==> src/hdl/lkvc_pkg.sv <==
package lkvc_pkg;

  typedef enum logic [3:0] {
    ST_IDLE,
    ST_SCAN,
    ST_SCAN_WAIT,
    ST_DECIDE,
    ST_MN_RD,
    ST_MN_WAIT,
    ST_MN_WR,
    ST_EVICT_RD,
    ST_EVICT_WAIT,
    ST_FREE,
    ST_INSERT,
    ST_RESULT
  } state_t;

  localparam logic CMD_GET = 1'b0;
  localparam logic CMD_PUT = 1'b1;

  localparam logic [31:0] MISS_VALUE = 32'hFFFF_FFFF;

  localparam int CfgAddrBits = 3;
  localparam logic [CfgAddrBits-1:0] REG_CAPACITY = 3'd0;

endpackage

==> src/hdl/lru_key_value_cache.sv <==
// Operation: accepts a beat, reads one key slot per cycle and decides, then
//   relinks, evicts, inserts or presents the result.
// Beats are taken one at a time, the next only once the last has finished;
//   a result waiting on out_tready holds off the next beat.
// Reset: synchronous, active low; valid bits, fill count, list ends and capacity are
//   cleared or set at once, with no clearing pass.
module lru_key_value_cache #(
  parameter int MAX_ENTRIES = 16,
  parameter int KEY_BITS    = 32
) (
  input  logic        clk,
  input  logic        rst_n,
  input  logic        in_tvalid,
  output logic        in_tready,
  input  logic [7:0]  in_tuser,   // [0] cmd
  input  logic [63:0] in_tdata,   // [31:0] lookup_key, [63:32] store_value
  output logic        out_tvalid,
  input  logic        out_tready,
  output logic [7:0]  out_tuser,  // [0] hit
  output logic [31:0] out_tdata,  // [31:0] read_value
  input  logic        cfg_psel,
  input  logic        cfg_penable,
  input  logic        cfg_pwrite,
  input  logic [lkvc_pkg::CfgAddrBits-1:0] cfg_paddr,
  input  logic [31:0] cfg_pwdata,
  output logic [31:0] cfg_prdata,
  output logic        cfg_pready
);

  localparam int SB = (MAX_ENTRIES > 1) ? $clog2(MAX_ENTRIES) : 1;
  localparam int CB = $clog2(MAX_ENTRIES + 1);
  localparam int KB = KEY_BITS;

  // memories
  logic [KB-1:0] key_mem   [MAX_ENTRIES];
  logic [31:0]   val_mem   [MAX_ENTRIES];
  logic [SB-1:0] newer_mem [MAX_ENTRIES];
  logic [SB-1:0] older_mem [MAX_ENTRIES];

  logic [MAX_ENTRIES-1:0] valid_r, valid_nxt;
  logic [SB-1:0] newest_r, newest_nxt, oldest_r, oldest_nxt;
  logic [CB-1:0] used_r, used_nxt;
  logic [4:0]    cap_r;

  lkvc_pkg::state_t state_r, state_nxt;
  logic [SB:0]   idx_r, idx_nxt;      // scan counter, one beyond depth
  logic [SB-1:0] slot_r, slot_nxt;
  logic          found_r, found_nxt;
  logic          cmd_r;
  logic [KB-1:0] key_r;
  logic [31:0]   sval_r;
  logic          hit_r, hit_nxt;
  logic [31:0]   rval_r, rval_nxt;
  logic [SB-1:0] nw_r, od_r;

  // read ports, registered
  logic [KB-1:0] key_rd_r;
  logic [31:0]   val_rd_r;
  logic [SB-1:0] newer_rd_r, older_rd_r;
  logic [SB-1:0] rd_addr, rd_slot_r;
  logic          rd_v_r;

  // write strobes
  logic          key_we, val_we;
  logic [SB-1:0] lnk_wa1, lnk_wa2;
  logic          newer_we, older_we;
  logic [SB-1:0] newer_wa, newer_wd, older_wa, older_wd;
  logic          newer_we2, older_we2;
  logic [SB-1:0] newer_wa2, newer_wd2, older_wa2, older_wd2;

  logic [CB-1:0] eff_cap;
  logic [SB-1:0] free_slot;
  logic          in_acc;

  assign in_acc     = in_tvalid && in_tready;
  assign in_tready  = (state_r == lkvc_pkg::ST_IDLE);
  assign out_tvalid = (state_r == lkvc_pkg::ST_RESULT);
  assign out_tuser  = {7'd0, hit_r};
  assign out_tdata  = rval_r;
  assign cfg_pready = 1'b1;
  assign cfg_prdata = (cfg_paddr == lkvc_pkg::REG_CAPACITY) ? {27'd0, cap_r} : 32'd0;

  // clamp capacity to 1..MAX_ENTRIES
  always_comb begin
    if (cap_r == 5'd0) eff_cap = CB'(1);
    else if (32'(cap_r) > MAX_ENTRIES) eff_cap = CB'(MAX_ENTRIES);
    else eff_cap = CB'(cap_r);
  end

  // lowest free slot
  always_comb begin
    free_slot = '0;
    for (int i = MAX_ENTRIES - 1; i >= 0; i--) begin
      if (!valid_nxt[i]) free_slot = SB'(i);
    end
  end

  // configuration register
  always_ff @(posedge clk) begin
    if (!rst_n) begin
      cap_r <= 5'd16;
    end else if (cfg_psel && cfg_penable && cfg_pwrite &&
                 cfg_paddr == lkvc_pkg::REG_CAPACITY) begin
      cap_r <= cfg_pwdata[4:0];
    end
  end

  // memory reads
  assign rd_addr = (state_r == lkvc_pkg::ST_SCAN) ? idx_r[SB-1:0] : slot_r;
  always_ff @(posedge clk) begin
    key_rd_r   <= key_mem[rd_addr];
    val_rd_r   <= val_mem[rd_addr];
    newer_rd_r <= newer_mem[rd_addr];
    older_rd_r <= older_mem[rd_addr];
    rd_slot_r  <= rd_addr;
    rd_v_r     <= (state_r == lkvc_pkg::ST_SCAN);
  end

  // memory writes
  always_ff @(posedge clk) begin
    if (key_we) key_mem[slot_r] <= key_r;
    if (val_we) val_mem[slot_r] <= sval_r;
    if (newer_we) newer_mem[newer_wa] <= newer_wd;
    if (newer_we2) newer_mem[newer_wa2] <= newer_wd2;
    if (older_we) older_mem[older_wa] <= older_wd;
    if (older_we2) older_mem[older_wa2] <= older_wd2;
  end
  assign lnk_wa1 = newest_r;
  assign lnk_wa2 = od_r;

  // next state
  always_comb begin
    state_nxt = state_r;
    unique case (state_r)
      lkvc_pkg::ST_IDLE:       if (in_acc) state_nxt = lkvc_pkg::ST_SCAN;
      lkvc_pkg::ST_SCAN:
        if (32'(idx_r) == MAX_ENTRIES - 1) state_nxt = lkvc_pkg::ST_SCAN_WAIT;
      lkvc_pkg::ST_SCAN_WAIT:  state_nxt = lkvc_pkg::ST_DECIDE;
      lkvc_pkg::ST_DECIDE: begin
        if (found_r) state_nxt = lkvc_pkg::ST_MN_RD;
        else if (cmd_r == lkvc_pkg::CMD_GET) state_nxt = lkvc_pkg::ST_RESULT;
        else if (used_r >= eff_cap) state_nxt = lkvc_pkg::ST_EVICT_RD;
        else state_nxt = lkvc_pkg::ST_FREE;
      end
      lkvc_pkg::ST_MN_RD:      state_nxt = lkvc_pkg::ST_MN_WAIT;
      lkvc_pkg::ST_MN_WAIT:    state_nxt = lkvc_pkg::ST_MN_WR;
      lkvc_pkg::ST_MN_WR:
        state_nxt = (cmd_r == lkvc_pkg::CMD_GET) ? lkvc_pkg::ST_RESULT : lkvc_pkg::ST_IDLE;
      lkvc_pkg::ST_EVICT_RD:   state_nxt = lkvc_pkg::ST_EVICT_WAIT;
      lkvc_pkg::ST_EVICT_WAIT: state_nxt = lkvc_pkg::ST_FREE;
      lkvc_pkg::ST_FREE:       state_nxt = lkvc_pkg::ST_INSERT;
      lkvc_pkg::ST_INSERT:     state_nxt = lkvc_pkg::ST_IDLE;
      lkvc_pkg::ST_RESULT:     if (out_tready) state_nxt = lkvc_pkg::ST_IDLE;
      default:                 state_nxt = lkvc_pkg::ST_IDLE;
    endcase
  end

  // datapath and outputs
  always_comb begin
    idx_nxt    = idx_r;
    slot_nxt   = slot_r;
    found_nxt  = found_r;
    hit_nxt    = hit_r;
    rval_nxt   = rval_r;
    valid_nxt  = valid_r;
    newest_nxt = newest_r;
    oldest_nxt = oldest_r;
    used_nxt   = used_r;
    key_we = 1'b0;
    val_we = 1'b0;
    newer_we = 1'b0; newer_wa = '0; newer_wd = '0;
    older_we = 1'b0; older_wa = '0; older_wd = '0;
    newer_we2 = 1'b0; newer_wa2 = '0; newer_wd2 = '0;
    older_we2 = 1'b0; older_wa2 = '0; older_wd2 = '0;
    unique case (state_r)
      lkvc_pkg::ST_IDLE: begin
        idx_nxt   = '0;
        found_nxt = 1'b0;
      end
      lkvc_pkg::ST_SCAN: idx_nxt = idx_r + 1'b1;
      default: ;
    endcase
    // compare a slot's key in the cycle after its read
    if (rd_v_r && !found_r && valid_r[rd_slot_r] && key_rd_r == key_r) begin
      found_nxt = 1'b1;
      slot_nxt  = rd_slot_r;
    end
    unique case (state_r)
      lkvc_pkg::ST_DECIDE: begin
        hit_nxt  = found_r;
        rval_nxt = lkvc_pkg::MISS_VALUE;
        if (found_r && cmd_r == lkvc_pkg::CMD_PUT) val_we = 1'b1;
        if (!found_r) slot_nxt = oldest_r;
      end
      lkvc_pkg::ST_MN_WAIT: begin
        rval_nxt = val_rd_r;
      end
      lkvc_pkg::ST_MN_WR: begin
        // unlink slot and relink as newest
        if (slot_r != newest_r) begin
          older_we = 1'b1; older_wa = nw_r; older_wd = od_r;
          if (slot_r == oldest_r) oldest_nxt = nw_r;
          else begin
            newer_we = 1'b1; newer_wa = lnk_wa2; newer_wd = nw_r;
          end
          older_we2 = 1'b1; older_wa2 = slot_r; older_wd2 = newest_r;
          newer_we2 = 1'b1; newer_wa2 = lnk_wa1; newer_wd2 = slot_r;
          newest_nxt = slot_r;
        end
      end
      lkvc_pkg::ST_EVICT_WAIT: begin
        if (used_r > CB'(1)) oldest_nxt = newer_rd_r;
        valid_nxt[oldest_r] = 1'b0;
        used_nxt = used_r - 1'b1;
      end
      lkvc_pkg::ST_FREE: slot_nxt = free_slot;
      lkvc_pkg::ST_INSERT: begin
        key_we = 1'b1;
        val_we = 1'b1;
        valid_nxt[slot_r] = 1'b1;
        used_nxt = used_r + 1'b1;
        if (used_r == '0) begin
          newest_nxt = slot_r;
          oldest_nxt = slot_r;
        end else begin
          older_we = 1'b1; older_wa = slot_r; older_wd = newest_r;
          newer_we = 1'b1; newer_wa = lnk_wa1; newer_wd = slot_r;
          newest_nxt = slot_r;
        end
      end
      default: ;
    endcase
  end

  // registers
  always_ff @(posedge clk) begin
    if (!rst_n) begin
      state_r  <= lkvc_pkg::ST_IDLE;
      valid_r  <= '0;
      newest_r <= '0;
      oldest_r <= '0;
      used_r   <= '0;
      found_r  <= 1'b0;
      idx_r    <= '0;
    end else begin
      state_r  <= state_nxt;
      valid_r  <= valid_nxt;
      newest_r <= newest_nxt;
      oldest_r <= oldest_nxt;
      used_r   <= used_nxt;
      found_r  <= found_nxt;
      idx_r    <= idx_nxt;
    end
  end

  // payload, captured links of the slot being moved
  always_ff @(posedge clk) begin
    slot_r <= slot_nxt;
    hit_r  <= hit_nxt;
    rval_r <= rval_nxt;
    if (in_acc) begin
      cmd_r  <= in_tuser[0];
      // sign-extend the 32-bit key, then keep KEY_BITS bits
      key_r  <= KB'($signed(in_tdata[31:0]));
      sval_r <= in_tdata[63:32];
    end
    if (state_r == lkvc_pkg::ST_MN_WAIT) begin
      nw_r <= newer_rd_r;
      od_r <= older_rd_r;
    end
  end

endmodule

==> config.mk <==
export PLATFORM = sky130hd
export DESIGN_NAME = lru_key_value_cache
export DESIGN_NICKNAME = d
export VERILOG_FILES = /design/src/hdl/lkvc_pkg.sv /design/src/hdl/lru_key_value_cache.sv
export SDC_FILE = /design/constraint.sdc
export NUM_CORES = 1
export LEC_CHECK = 0
export BUFFER_PORTS_ARGS = -buffer_cell sky130_fd_sc_hd__buf_4
export CORE_ASPECT_RATIO = 0.8
export CORE_MARGIN = 5
export CORE_UTILIZATION = 35
export CTS_CLUSTER_DIAMETER = 100
export CTS_CLUSTER_SIZE = 16
export DETAILED_ROUTE_END_ITERATION = 10
export PLACE_DENSITY_LB_ADDON = 0.05
export SLEW_MARGIN = 10
export SYNTH_ARGS = -nofsm -noshare
export SYNTH_HDL_FRONTEND = slang
export SYNTH_SLANG_ARGS = --single-unit
==> constraint.sdc <==
create_clock -name clk -period 4.6 [get_ports clk]
set_input_delay 0.69 -clock clk [delete_from_list [all_inputs] [get_ports clk]]
set_output_delay 0.69 -clock clk [all_outputs]
set_load 0.02 [all_outputs]
======== Word level (Yosys, flattened, before mapping) ========
Memories as Yosys holds them, arrays and structs flattened. A register that Yosys moved wholly into a read port is not among the register bits.
Cells that the tools add are included.
storage, ports and cells
  memories kept ........................... 4
  memory bits (writable) .................. 1152
  word-level logic and storage cells ...... 168
  bits of input ports ..................... 114
  register bits after elaboration ......... 159
cells by class
  reduce and logical (&&, ||, !) cells .... 24
  add/sub/neg operators ................... 3
  multiplexer cells ....................... 86
  bitwise gates (word level) .............. 3
  equality and inequality tests ........... 22
  magnitude comparators ................... 8
memory list
  memory     depth  bits a word  read ports  clocked after memory_dff  write ports  RTL line                   text
  key_mem    16     32           1           1                         1            lru_key_value_cache.sv:35  logic [KB-1:0] key_mem [MAX_ENTRIES];
  val_mem    16     32           1           1                         1            lru_key_value_cache.sv:36  logic [31:0] val_mem [MAX_ENTRIES];
  newer_mem  16     4            1           1                         2            lru_key_value_cache.sv:37  logic [SB-1:0] newer_mem [MAX_ENTRIES];
  older_mem  16     4            1           1                         2            lru_key_value_cache.sv:38  logic [SB-1:0] older_mem [MAX_ENTRIES];
operators by type and width
  kind                   number
  $mux W4                43
  $pmux W32 S2           1
  $pmux W4 S2            6
  $pmux W4 S11           1
  $eq A32 B32 Y1         1
  $pmux W16 S2           1
  $mux W1                22
  $pmux W5 S2            2
  $and A16 B16 Y16       1
  $eq A4 B3 Y1 const B   4
  $eq A4 B4 Y1 const B   4
  $not A16 Y16           1
  $or A16 B16 Y16        1
  $lt A4 B5 Y1 const B   3
  $mux W5                3
  $pmux W4 S3            1
  $add A5 B1 Y5 const B  2
  $logic_and A1 B1 Y1    10
  $logic_not A5 Y1       2
  $reduce_bool A2 Y1     5
  $demux W1 S4           2
  $eq A4 B2 Y1 const B   2
  $ge A4 B1 Y1 const B   2
  $ne A2 B2 Y1 const B   4
  other kinds (18)       22

======== Longest topological paths before layout ========
  depth in word-level cells ............... 24
  gate-level depth with buffers ........... 13
  depth with buffers taken out ............ 11

======== Least setup slack after synthesis ========
Ideal clock, no wire load.
  path kind ............................... reg2reg
  start ................................... reg slot_r[0]
  end ..................................... reg slot_r[3]
  data required time ...................... 4.478 ns
  stages on the path, launching flop included .. 9
  slack ................................... -0.492 ns
  arrival ................................. 4.970 ns
  clock period less this slack ............ 5.092 ns
  cells stage by stage .................... dfxtp_1 -> buf_2 -> nand2_1 -> nor4_1 -> o22a_1 -> and4_1 -> nor2b_1 -> nor3_1 -> a221o_1
on the way
  word-level cells in the longest chain between the ends .. 23
  elaborated cells on any way between the ends .. 24
  those cells by class .................... 2 x order compare; 20 x mux; 1 x bitwise; 1 x reduce/logical
RTL lines
  what                                                                       RTL line                    text
  start: declaration                                                         lru_key_value_cache.sv:47   logic [SB-1:0] slot_r, slot_nxt;
  start signal: assignment                                                   lru_key_value_cache.sv:258  slot_r <= slot_nxt;
  $lt A4 B5 Y1 (implied by the code) / $ge A4 B1 Y1 (equally long branches)  lru_key_value_cache.sv:220  valid_nxt[slot_r] = 1'b1;
  $logic_and A1 B1 Y1 (implied by the code)                                  lru_key_value_cache.sv:220
  $mux W1 (implied by the code)                                              lru_key_value_cache.sv:220
  $demux W1 S4 (*)                                                           lru_key_value_cache.sv:220
  $or A16 B16 Y16 (no line) (*)                                              n/a
  $pmux W16 S2 (*)                                                           lru_key_value_cache.sv:188  unique case (state_r)
  $mux W4 (15 in series)                                                     lru_key_value_cache.sv:94   if (!valid_nxt[i]) free_slot = SB'(i);
  $mux W4 (*)                                                                lru_key_value_cache.sv:94
  $pmux W4 S2 (*)                                                            lru_key_value_cache.sv:188
  via slot_nxt[3]                                                            lru_key_value_cache.sv:47
Mark *: on every way through the listed nets, which the timed path passes. The rest lies on a longest branch.
A chain may end at the register's enable or synchronous reset.

======== Worst setup path after layout ========
  start ................................... reg state_r[0]
  end ..................................... reg older_rd_r[1] (read register of older_mem)
on the way
  word-level cells in the longest chain between the ends .. 2
RTL lines
  what                      RTL line                    text
  start: declaration        lru_key_value_cache.sv:45   lkvc_pkg::state_t state_r, state_nxt;
  start signal: assignment  lru_key_value_cache.sv:238  state_r <= lkvc_pkg::ST_IDLE;
  start signal: assignment  lru_key_value_cache.sv:246  state_r <= state_nxt;
  $eq A4 B1 Y1              lru_key_value_cache.sv:109  assign rd_addr = (state_r == lkvc_pkg::ST_SCAN) ? idx_r[SB-1:0] : slot_r;
  $mux W4                   lru_key_value_cache.sv:109
  end: declaration          lru_key_value_cache.sv:59   logic [SB-1:0] newer_rd_r, older_rd_r;
Every way passes these cells.

==> results.json <==
{
  "cp-start-kind": "register",
  "fin_crit_sh_pct": 81.18,
  "root_buffer": "clkbuf_16",
  "ys_types": 77,
  "core_um2": 159500,
  "whs_endpoint": "key_r[0]$_DFFE_PP_",
  "start_util_pct": 35.22,
  "ctsHoldBuffers": 0,
  "cp.arrival_ns": 4.27,
  "path_clk_slew_ns": 0.08,
  "cap_violations": 0,
  "ant_nets": 0,
  "dp_slack_ns": 0.9540,
  "area_delta_synth_final_pct": 11.70,
  "ctsHtreeMaxLevel": 3,
  "pwr_density_cell_nw_per_um2": 514.4,
  "place_hpwl_um": 87890,
  "cp_slowest_cell": "dfxtp_1",
  "fin_skew_ns": 0.02499,
  "cts_resized": 0,
  "synth-async-reset-ratio_pct": 0,
  "worstSkewPairLatency_ns": 0.74,
  "cpMostUsedCell": "a311oi_1",
  "syn_inst": 4467,
  "max_freq_ghz": 0.2678,
  "stdcell_count": 6708,
  "totalWireLength_um": 168200,
  "via_per_inst": 5.211,
  "hold_path.class": "in2reg",
  "synth_edf_count": 1258,
  "clk_path_buf_depth": 3,
  "p_leak_nw": 21.19,
  "crit_path_max_fanout": 105,
  "gr-usage-all-layers_pct": 19.51,
  "firstDrtPassIters": 6,
  "crit_chain": "nand3_2 -> inv_4 -> mux2i_4 -> inv_8 -> nand2_1 -> and3_1 -> a311oi_1 -> a311oi_1 -> a31oi_1",
  "ir_drop_v": 0.0004024,
  "dieArea_um2": 168600,
  "hp-start": "in_tdata[0]",
  "grt_setup_unrepaired": "false",
  "setup_viol": 0,
  "cts_setup_buffers": 0,
  "hold_violations": 0,
  "synth-seq-area-share_pct": 71.71,
  "core.rowCount": 131,
  "fin_ws_ns": 0.8657,
  "dr_total_vias": 34950,
  "timing.reg2reg.setup_slack_ns": 0.87,
  "status": "completed",
  "timing.slew.headroom_pct": 38.14,
  "dp_cells": 6533,
  "r2r_end": "older_rd_r[1]$_DFF_P_",
  "drt-initial-drc-count": 3080,
  "gp_congestion": 0.7838,
  "max_stage_delay_ns": 0.75,
  "yosysWarnings": 0,
  "period_minus_slack_ns": 3.734,
  "clkSinkCount": 1383,
  "utilization_pct": 39.34,
  "reg2reg_from": "state_r[0]$_SDFFE_PN0P_",
  "chipHeight_um": 368.3,
  "holdWs_ns": 0.1278,
  "grt_pass1_wl_um": 244800,
  "synth-seq-cells": 1383,
  "critPathKind": "reg2reg",
  "grt-ovfl-total": 0,
  "cts_tree": "built",
  "grt_pass1_vias": 34530,
  "syn_area_um2": 56170,
  "pin_count": 189,
  "placed_cell_area_um2": 59950,
  "tightest_slew_ns": 0.9279,
  "synth_flop_cell": "edfxtp_1",
  "drive_above_1_share_pct": 11.08,
  "drc": 0,
  "slew_viol_final": 0,
  "grt_max_degree": 106,
  "final_design_area_no_fill_um2": 62740,
  "wl_per_cell_um": 25.08,
  "reg2reg_depth": 9,
  "worst_setup_path_end_kind": "register",
  "fin_nets": 4627,
  "worstHoldPathCells": 1,
  "avgSynthCellArea_um2": 12.57,
  "die_x_um": 457.9,
  "cp.required_ns": 5.13,
  "antenna_found_initial": 9,
  "numCtsBuffers": 96,
  "portBuffers": 119
}
==> where the power goes <==
group / switching (mW) / internal (mW) / total, mW / leakage, nW
clock network: 4.36 / 4.04 / 8.40 / 1.32
registers: 0.733 / 14.7 / 15.4 / 12.5
logic: 5.83 / 2.63 / 8.46 / 7.40
==> logic make-up after synthesis <==
logic type	synth area share [%]
flops	71.71
buf+inv	3.032
xor+xnor	0.6861
fa+ha+maj	0.2228
mux	2.295
other cells	0.01337
compound gates	5.248
simple gates	16.79
==> state kept, by name (all words and copies together), names as in the netlist, 5 cells and up <==
name / flops
key_mem: 512
val_mem: 512
newer_mem: 64
older_mem: 64
key_r: 32
key_rd_r: 32
out_tdata: 32
sval_r: 32
val_rd_r: 32
valid_r: 16
cap_r: 5
idx_r: 5
used_r: 5
==> how the worst max path moves through the flow <==
stage | depth (start not counted) | to | startpoint
final | 9 | older_rd_r[1]$_DFF_P_ | state_r[0]$_SDFFE_PN0P_
after global routing | 10 | val_rd_r[24]$_DFF_P_ | state_r[0]$_SDFFE_PN0P_
after CTS | 10 | val_rd_r[5]$_DFF_P_ | state_r[0]$_SDFFE_PN0P_
after detailed placement | 10 | val_rd_r[5]$_DFF_P_ | state_r[0]$_SDFFE_PN0P_
after global placement | 10 | val_rd_r[14]$_DFF_P_ | state_r[0]$_SDFFE_PN0P_
after floorplan | 6 | val_mem[6][0]$_DFFE_PP_ | state_r[3]$_SDFFE_PN0P_
==> routing by layer <==
metal	track usage, %	routed length, um
met1	29.65	82190
met2	30.03	75210
met3	2.505	7671
met4	3.877	3155
met5	0	26
==> critical path, delay by kind of cell, from the launching register on <==
| family | cells | cell delay, ns |
|---|---|---|
| compound gates | 3 | 0.85 |
| simple gates | 3 | 0.63 |
| mux | 1 | 0.58 |
| flops | 1 | 0.75 |
| buf+inv | 2 | 0.59 |
==> cells in the mapped netlist (all sizes together), types with 8 or more instances <==
master  number  area share, %
a21oi       57           0.51
a311oi     144            2.2
a31oi       75           0.84
and2        20           0.22
and3        74           0.82
buf        176            1.7
clkbuf     175            1.2
dfxtp      125            4.5
edfxtp    1258             67
ha          10           0.22
inv         20           0.14
mux2        72            1.4
mux2i       34           0.65
nand2     1195            8.0
nand2b      11           0.12
nand3      587            5.2
nor2       152            1.0
nor3        14           0.12
nor4        14           0.18
o21ai       23           0.20
o22a        13           0.20
o22ai       28           0.31
or3         38           0.42
xnor2        8           0.12
xor2        36           0.56
==> cell usage in the layout, fill, tap and decap left out, types with 29 or more instances in the layout <==
cell type and instances:
edfxtp_1 1258, nand2_1 1194, nand3_1 586, buf_4 227
a311oi_1 144, nor2_1 122, dfxtp_1 122, clkbuf_16 99
and3_1 74, a31oi_1 74, mux2_2 70, clkbuf_1 68
a21oi_1 55, or3_1 38, xor2_1 36, conb_1 35
mux2i_1 32, buf_12 29
==> cell type report <==
| cell class | count | area, um^2 |
|---|---|---|
| fillers | 15250 | 96750 |
| diodes | 4 | 10.01 |
| clock inverters | 4 | 42.54 |
| repair buffers | 256 | 2285 |
| inverters | 21 | 98.84 |
| flip-flops and latches | 1383 | 40280 |
| clock buffers | 167 | 2733 |
| well taps | 2128 | 2663 |
| multi-input cells | 2745 | 14620 |
==> through the flow <==
step | total power, mW | setup TNS [ns]
2_1_floorplan | 21.06 | -21.04
3_3_place_gp | 24.41 | 0
6_report | 32.27 | 0
5_1_grt | 34.16 | 0
3_5_place_dp | 24.36 | 0
4_1_cts | 32.79 | 0
Note: power is estimated with default switching activity, not from simulation.
